<file path="config.mk">
export PLATFORM = sky130hd
export DESIGN_NAME = pst_cell
export DESIGN_NICKNAME = d
export VERILOG_FILES = /design/src/design/assert_macros.svh /design/src/design/pst_pkg.sv /design/src/design/pst_cell.sv
export SDC_FILE = /design/constraint.sdc
export NUM_CORES = 1
export LEC_CHECK = 0
export ABC_AREA = 1
export BUFFER_PORTS_ARGS = -buffer_cell sky130_fd_sc_hd__buf_2
export CORE_AREA = 3 3 92 94
export CTS_BUF_LIST = sky130_fd_sc_hd__clkbuf_16
export DETAILED_ROUTE_END_ITERATION = 7
export DIE_AREA = 0 0 95 97
export GPL_TIMING_DRIVEN = 1
export PLACE_DENSITY = 0.82
export SLEW_MARGIN = 20
export SYNTH_ARGS = -nofsm -noshare
export SYNTH_HDL_FRONTEND = slang
export SYNTH_SLANG_ARGS = --single-unit
</file>
<file path="constraint.sdc">
create_clock -name clock -period 2.7 [get_ports clock]
set_input_delay 0 -clock clock [delete_from_list [all_inputs] [get_ports clock]]
set_output_delay 0 -clock clock [all_outputs]
set_load 0.005 [all_outputs]
</file>
<file path="src/design/assert_macros.svh">
// Assertion macros shared by the positional sequence table RTL.
// Plain text only, no dependencies.
`ifndef ASSERT_MACROS_SVH
`define ASSERT_MACROS_SVH

// expression must hold at every clock edge outside reset
`define ASSERT_ALWAYS(label, clk, rst, expr) \
   label: assert property (@(posedge clk) disable iff (rst) (expr)) \
      else $error("assertion failed");

// same-cycle implication
`define ASSERT_IMPLY(label, clk, rst, ante, cons) \
   label: assert property (@(posedge clk) disable iff (rst) (ante) |-> (cons)) \
      else $error("assertion failed");

// next-cycle implication
`define ASSERT_NEXT(label, clk, rst, ante, cons) \
   label: assert property (@(posedge clk) disable iff (rst) (ante) |=> (cons)) \
      else $error("assertion failed");

`endif

</file>
<file path="src/design/pst_pkg.sv">
// Package of the positional sequence table: sizes, codes, cell command type
// and stream packing offsets. No dependencies.
package pst_pkg;

   localparam int CAPACITY    = 64;
   localparam int VALUE_WIDTH = 32;

   // fixed field widths of the stream payloads
   localparam int ACTION_W = 3;
   localparam int POS_W    = 7;
   localparam int ITEM_W   = 32;
   localparam int CAP_W    = 7;

   localparam int CNT_W = $clog2(CAPACITY + 1);
   localparam int IDX_W = $clog2(CAPACITY);
   localparam int CMP_W = (POS_W > CNT_W) ? POS_W : CNT_W;

   // first-hit search tree: groups of eight cells
   localparam int GRP    = 8;
   localparam int GRP_W  = $clog2(GRP);
   localparam int NGRP   = (CAPACITY + GRP - 1) / GRP;

   localparam logic [CAP_W-1:0] CAP_RESET = CAP_W'(64);

   // request tdata layout
   localparam int REQ_W       = 48;
   localparam int REQ_ACT_LSB = 0;
   localparam int REQ_POS_LSB = REQ_ACT_LSB + ACTION_W;
   localparam int REQ_VAL_LSB = REQ_POS_LSB + POS_W;

   // response tdata layout
   localparam int RSP_W        = 56;
   localparam int RSP_OK_LSB   = 0;
   localparam int RSP_POS_LSB  = 1;
   localparam int RSP_VAL_LSB  = RSP_POS_LSB + POS_W;
   localparam int RSP_REM_LSB  = RSP_VAL_LSB + ITEM_W;
   localparam int RSP_CNT_LSB  = RSP_REM_LSB + POS_W;

   typedef enum logic [ACTION_W-1:0] {
      ACT_INSERT_AT     = 3'd0,
      ACT_INSERT_SORTED = 3'd1,
      ACT_ERASE_AT      = 3'd2,
      ACT_REMOVE_ALL    = 3'd3,
      ACT_FIND          = 3'd4,
      ACT_READ          = 3'd5,
      ACT_WRITE         = 3'd6
   } action_type;

   typedef enum logic [1:0] {
      CELL_HOLD,
      CELL_INSERT,
      CELL_ERASE,
      CELL_WRITE
   } cell_op_type;

   typedef enum logic [1:0] {
      CMP_NONE,
      CMP_EQ,
      CMP_GE,
      CMP_POS
   } cmp_type;

   // broadcast to every cell of the chain
   typedef struct packed {
      cell_op_type            op;
      cmp_type                cmp;
      logic [CMP_W-1:0]       pos;
      logic [CMP_W-1:0]       count;
      logic [VALUE_WIDTH-1:0] value;
   } cell_cmd_type;

endpackage

</file>
<file path="src/design/pst_cell.sv">
// One entry cell of the table chain: holds a value, shifts with its
// neighbors and flags a match. Depends on pst_pkg.
module pst_cell (
   input  logic                           clock,
   input  logic [pst_pkg::CMP_W-1:0]       cell_index,
   input  pst_pkg::cell_cmd_type           cmd,
   input  logic [pst_pkg::VALUE_WIDTH-1:0] lower_value,
   input  logic [pst_pkg::VALUE_WIDTH-1:0] upper_value,
   output logic [pst_pkg::VALUE_WIDTH-1:0] entry_value,
   output logic                            hit
);
   import pst_pkg::*;

   logic [VALUE_WIDTH-1:0] entry_ff, entry_in;
   logic                   in_use;

   assign in_use      = cell_index < cmd.count;
   assign entry_value = entry_ff;

   always_comb begin
      entry_in = entry_ff;
      unique case (cmd.op)
         CELL_INSERT: begin
            if (cell_index == cmd.pos) entry_in = cmd.value;
            else if (cell_index > cmd.pos) entry_in = lower_value;
         end
         CELL_ERASE: begin
            if (cell_index >= cmd.pos) entry_in = upper_value;
         end
         CELL_WRITE: begin
            if (cell_index == cmd.pos) entry_in = cmd.value;
         end
         default: begin
            entry_in = entry_ff;
         end
      endcase
   end

   always_comb begin
      unique case (cmd.cmp)
         CMP_EQ:  hit = in_use && (entry_ff == cmd.value);
         CMP_GE:  hit = in_use && (cmd.value <= entry_ff);
         CMP_POS: hit = in_use && (cell_index == cmd.pos);
         default: hit = 1'b0;
      endcase
   end

   always_ff @(posedge clock) begin
      entry_ff <= entry_in;
   end

endmodule

</file>
==> summary.txt, run 1 <==
Timing
  – Slew headroom: 61.75%
  – Unrepaired setup endpoints after global routing: false
  – Crit share post-route: 76.42%
  – Final Hold Violating Endpoints: 0
  – Fmax: 484.7 MHz
  – Max-slew violation count: 0
  – Setup TNS: 0 ns
  – Crit path time final: 2.063 ns
  – Slew of the pin with the lowest slew margin: 0.5729 ns
  – Count of final setup violators: 0
  – Hold slack: 0.07198 ns

Place
  – I/O Buffers: 154
  – Post-DP HPWL: 7.911 mm
  – Final Wtd Congestion: 0.8388
  – Area after DPL: 4222 µm²

Power
  – Pleak: 0.002314 µW
  – Final Power: 1911 µW
  – Psw: 567.6 µW
  – Pwr per Cell Area: 435.9 nW/µm²
  – Comb pwr share: 32.1%
  – Sequential share of power: 35.1%
  – Internal cell power: 1344 µW
  – Peak supply drop: 0.0002118 V
  – Clock power frac: 32.8%
  – Sw Share: 29.70%

GRT
  – GRT Total Usage: 21.98%
  – Largest net degree at the start of global routing: 34
  – First-pass GRT wire length: 16.23 mm
  – Initial antenna violation count: 0
  – Remaining Overflow, GRT: 0
  – Vias in the first global route: 3600

Logic synthesis
  – Syn nets: 592
  – Post-synth EDFFs: 32
  – Proportion of synthesized area in mux cells: 0%
  – Synth Area in XOR/XNOR: 0%
  – Synth Area in Adders: 16.71%
  – Ys async rst share: 0%
  – Sequential-to-total area share from yosys stat: 28.52%
  – Number of synthesis warnings: 0
  – #FFs+latches synth: 32
  – Cell count after synthesis: 425
  – Mapped Avg Cell Area: 7.928 µm²
  – Post-synth cell types: 23
  – Largest family of logic cells by synthesized area: compound AO/OA/AOI/OAI gates
  – Post-Synth Simple-Gate Area: 17.49%
  – Post-synthesis instance area: 3369 µm²
  – Post-synthesis compound-gate area fraction: 23.02%
  – Main synth FF type: edfxtp_1

Routing
  – Drt first pass iters: 4
  – Post-route antenna net violation count: 0
  – DRT iter0 DRCs: 134
  – Routed wire per std cell: 14.62 µm
  – DRC: 0
  – Final wirelength: 9.852 mm
  – Via density: 5.142
  – Via count: 3466

Min path
  – Hold Crit Class: input pin to flop
  – Hold path startpoint: lower_value[0]
  – Hold Path Cell Cnt: 3
  – Sink of the worst hold path: entry_value[0]$_DFFE_PP_

Clock network
  – Num CTS Buffers: 5
  – Post-CTS Setup Inserts: 0
  – Post-cts hold buffer count: 0
  – CTS Sinks: 32
  – PostCTS Resize Cnt: 0
  – Max Root-Sink Buffers: 2
  – Worst-path clk slew: 0.05 ns
  – Root Buffer: clkbuf_16
  – H-tree levels: 2
  – CTS tree: done

Setup path
  – CP Data Arrival Time: 2.06 ns
  – CP max stage delay: 0.36 ns
  – Setup crit end kind: primary output
  – Critical path fanouts, max: 2
  – CP max-delay cell: edfxtp_1
  – Crit-path cells: inv_1 > ha_1 > nand2_1 > nor2_1 > nand4_1 > nor2_2 > nand2_1 > o21bai_1 > nand3_1 > a21oi_1 > buf_2
  – Setup CP Type: flop to primary output
  – CP Launch Type: flop
  – CP most frequent cell: nand2_1
  – Crit-path leading delay family: simple AND/OR/NAND/NOR gates
  – WP data required: 2.70 ns
  – Worst path bufs/invs: 2

Finish
  – P&R area growth vs syn: 30.11%
  – # nets final: 738
  – Antenna diodes: 0
  – Share of cells above drive strength 1: 35.66%
  – Max reg flops: 32
  – Final instance area: 4384 µm²

Die
  – Core Area: 7727 µm²
  – I/O pin cnt: 155
  – Std-Cell Rows: 32
  – Die area: 9215 µm²
  – Height of the die: 97 µm
  – Die Width: 95 µm
  – Initial core utilization: 43.60%

Flow run
  – Max Cap Violations: 0

Status
  – Status: finished clean
## cell families (layout without fill, tap and decap cells)
group / after synthesis / in the layout
AND/OR/NAND/NOR: 142 / 142
buffers and inverters: 115 / 262
AO/OA/AOI/OAI: 91 / 91
adder cells (fa/ha/maj): 45 / 45
flip-flops: 32 / 32
## how the worst max path moves through the flow
stage                                         start                  endpoint  slack, ns  cells past startpoint
after floorplan                             cmd[45]  entry_value[0]$_DFFE_PP_       0.56                      7
after global placement                cell_index[5]  entry_value[0]$_DFFE_PP_       0.80                      9
after detailed placement              cell_index[2]  entry_value[0]$_DFFE_PP_       0.70                      9
after CTS                 entry_value[23]$_DFFE_PP_                       hit       0.64                     11
after global routing      entry_value[23]$_DFFE_PP_                       hit       0.49                     11
final                     entry_value[23]$_DFFE_PP_                       hit       0.64                     11
## synthesized netlist by cell type (5+ instances only)
cell       n  area, µm²
ha_1      45      563.0
clkbuf_1  13      48.80
o21ai_1   16      80.08
nand3_1   35      175.2
a21oi_1   19      95.09
inv_1     90      337.8
buf_6      5      56.30
nor2_1    46      172.7
o21ai_0   19      95.09
o221ai_2  30      450.4
edfxtp_1  32      960.9
nand2_1   56      210.2
## power by group through the flow
stage / Combinational, µW / Clock, µW / Sequential (µW)
after floorplan: 341 / 0 / 683
after global placement: 588 / 0 / 678
after detailed placement: 615 / 0 / 681
after CTS: 619 / 640 / 671
after global routing: 704 / 663 / 679
final: 613 / 628 / 671
## through the flow
step | util [%] | cells | setup WS [ns]
floorplan | - | 425 | 0.5611
global placement | 54.63 | 666 | 0.7978
detailed placement | 54.63 | 666 | 0.7018
CTS | 56.74 | 674 | 0.6368
global route | 56.74 | 674 | 0.4866
finish | 56.74 | 674 | 0.6367
## cell type report
cell class | instances | area [µm²]
Clock buffer | 5 | 125.1
Clock inverter | 3 | 37.54
Multi-Input combinational cell | 278 | 1939
Timing Repair Buffer | 160 | 840.8
Tap cell | 102 | 127.6
Inverter | 94 | 352.8
Sequential cell | 32 | 960.9
Fill cell | 735 | 3343
## worst min-delay path: cells and delay by family
| family | cells | cell delay (ns) |
|---|---|---|
| buf+inv | 1 | 0.08 |
| compound gates | 2 | 0.15 |
## cell usage in the layout (no fill, tap or decap), types with 2 or more instances in the layout
| cell type | instances |
|---|---|
| clkinv_1 | 2 |
| buf_12 | 2 |
| buf_4 | 4 |
| nand2_1 | 56 |
| nor2_1 | 46 |
| nand4_1 | 2 |
| a21oi_1 | 18 |
| o21ai_0 | 19 |
| o21ai_1 | 16 |
| inv_1 | 90 |
| o221ai_2 | 30 |
| o221ai_1 | 2 |
| clkbuf_16 | 5 |
| ha_1 | 45 |
| o211ai_1 | 2 |
| nand3_1 | 35 |
| edfxtp_1 | 32 |
| buf_2 | 154 |
| inv_2 | 4 |
## per-layer routing
metal	part of all wire [%]	wire, µm	track usage (%)
met1	40	3931	25.78
met2	51	5038	40.29
met3	8.3	815	4.432
met4	0.68	67	4.994
met5	0	0	0
(Power assumes the default switching activity.)
==> inputs of run 2 (changes only) <==
Clock period 2.7 ns to 1.7 ns, I/O delays scaled along.
==> summary.txt, run 2 (synthesis results as in run 1) <==
Min path
  – Hold Crit Class: input pin to flop (unchanged)
  – Hold Path Cell Cnt: 3 (unchanged)

Timing
  – Crit path time final: 1.947 ns
  – Slew of the pin with the lowest slew margin: 1.048 ns (was 0.5729 ns)
  – Count of final setup violators: 1 (was 0)
  – Slew headroom: 30.10% (was 61.75%)
  – Final Hold Violating Endpoints: 0 (unchanged)
  – Unrepaired setup endpoints after global routing: true (was false)
  – Fmax: 513.6 MHz
  – Setup ws final: -0.2470 ns (was 0.6367 ns)
  – Max-slew violation count: 0 (unchanged)
  – Setup TNS: -0.2470 ns (was 0 ns)
  – Crit share post-route: 114.5%

Routing
  – Final wirelength: 10.09 mm (was 9.852 mm)
  – Via density: 5.179 (was 5.142)
  – DRT iter0 DRCs: 141 (was 134)
  – DRC: 0 (unchanged)
  – Post-route antenna net violation count: 0 (unchanged)
  – Drt first pass iters: 5 (was 4)
  – Via count: 3532 (was 3466)
  – Routed wire per std cell: 14.79 µm (was 14.62 µm)

Setup path
  – Setup crit end kind: primary output (unchanged)
  – Critical path fanouts, max: 2 (unchanged)
  – CP Launch Type: flop (unchanged)
  – CP Data Arrival Time: 1.95 ns (was 2.06 ns)
  – Setup CP Type: flop to primary output (unchanged)
  – WP data required: 1.70 ns (was 2.70 ns)

Finish
  – Non-Filler Instances: 682 (was 674)
  – # nets final: 746 (was 738)
  – Commonest non-fill, non-tap cell in the layout: buf_2 (unchanged)
  – Register Area: 960.9 µm² (unchanged)
  – Max reg flops: 32 (unchanged)
  – Post-Route Utilization: 59.23% (was 56.74%)
  – Highest-count cells in the layout ignoring fill and taps: 154 x buf_2, 82 x inv_1, 51 x nand2_1 (was 154 x buf_2, 90 x inv_1, 56 x nand2_1)
  – Antenna diodes: 0 (unchanged)
  – FILL cells: 710 (was 735)
  – P&R area growth vs syn: 35.83% (was 30.11%)
  – Area of the multi-input gates: 2067 µm² (was 1939 µm²)
  – Share of cells above drive strength 1: 42.07% (was 35.66%)

GRT
  – GRT Total Usage: 21.81% (was 21.98%)
  – Remaining Overflow, GRT: 0 (unchanged)
  – Largest net degree at the start of global routing: 34 (unchanged)
  – Initial antenna violation count: 0 (unchanged)
  – First-pass GRT wire length: 16.13 mm (was 16.23 mm)
  – Vias in the first global route: 3712 (was 3600)

Power
  – Final Power: 3168 µW (was 1911 µW)
  – Peak supply drop: 0.0005406 V (was 0.0002118 V)
  – Pleak: 0.002347 µW (was 0.002314 µW)
  – Pwr per Cell Area: 692.2 nW/µm² (was 435.9 nW/µm²)

Clock network
  – Post-cts hold buffer count: 0 (unchanged)
  – CTS Sinks: 32 (unchanged)
  – Root Buffer: clkbuf_16 (unchanged)
  – H-tree levels: 2 (unchanged)
  – Num CTS Buffers: 5 (unchanged)
  – CTS tree: done (unchanged)
  – Worst-path clk slew: 0.06 ns (was 0.05 ns)
  – Max Root-Sink Buffers: 2 (unchanged)

Flow run
  – Max Cap Violations: 0 (unchanged)

Place
  – Final Wtd Congestion: 0.8134 (was 0.8388)
  – Post-DP HPWL: 7.899 mm (was 7.911 mm)
  – I/O Buffers: 154 (unchanged)
  – Placed cell count: 672 (was 666)

Die
  – Die Width: 95 µm (unchanged)
  – Height of the die: 97 µm (unchanged)
  – I/O pin cnt: 155 (unchanged)
  – Initial core utilization: 43.60% (unchanged)
  – Std-Cell Rows: 32 (unchanged)
  – Core Area: 7727 µm² (unchanged)
  – Die area: 9215 µm² (unchanged)

Status
  – Status: complete, but fails checks (was finished clean)
  – Failing checks: setup timing
## run 2: layout make-up
| cell class | count | share of cell area (%) |
|---|---|---|
| multi-input cells | 278 | 45.16 |
| repair buffers | 168 | 19.68 |
| inverters | 94 | 7.709 |
| flip-flops and latches | 32 | 21.00 |
| clock buffers | 5 | 2.734 |
| clock inverters | 3 | 0.9295 |
| well taps | 102 | 2.788 |
## run 2: metrics by stage
stage	instance area (µm²)	worst slack (ns)	hold slack (ns)
2_1_floorplan	3438	0.003270	0.1461
3_3_place_gp	4314	-0.02708	0.3517
3_5_place_dp	4314	-0.05476	0.3554
4_1_cts	4531	-0.3159	0.08083
5_1_grt	4577	-0.4142	0.09047
6_report	4577	-0.2470	0.08512
## run 2: worst max-delay path, stage by stage, from the launching register on
cell and delay, ns:
edfxtp_1 0.35, inv_1 0.05, ha_1 0.30, nand2_1 0.08
nor2_2 0.11, nand2_1 0.09, nor2_2 0.15, nand2_2 0.07
o21bai_1 0.13, nand3_1 0.10, a21oi_2 0.11, buf_2 0.12
## run 2: where the power goes
part	internal (µW)	switching (µW)	leakage, µW
clock network	688	339	0.0000798
logic	500	579	0.00197
registers	1010	54.9	0.000293
## run 2: worst paths after layout
| check | startpoint | endpoint | slack, ns |
|---|---|---|---|
| max | entry_value[15]$_DFFE_PP_ | hit | -0.25 |
| min | cmd[26] | entry_value[26]$_DFFE_PP_ | 0.09 |
## run 2: what timing repair did
action / CTS / global route
endpoints found under the setup margin: 1 / 1
buffers inserted: 1 / 1
gates resized for setup: 10 / 9
pin swaps: 10 / 3
## run 2: metal layers
| layer | vias up | track usage [%] | share of wire [%] |
|---|---|---|---|
| met5 | - | 0 | 0 |
| met4 | 0 | 7.436 | 1.3 |
| met3 | 12 | 4.432 | 8.4 |
| met2 | 165 | 40.24 | 51 |
| met1 | 1610 | 24.21 | 39 |
| li1 | 1745 | - | - |
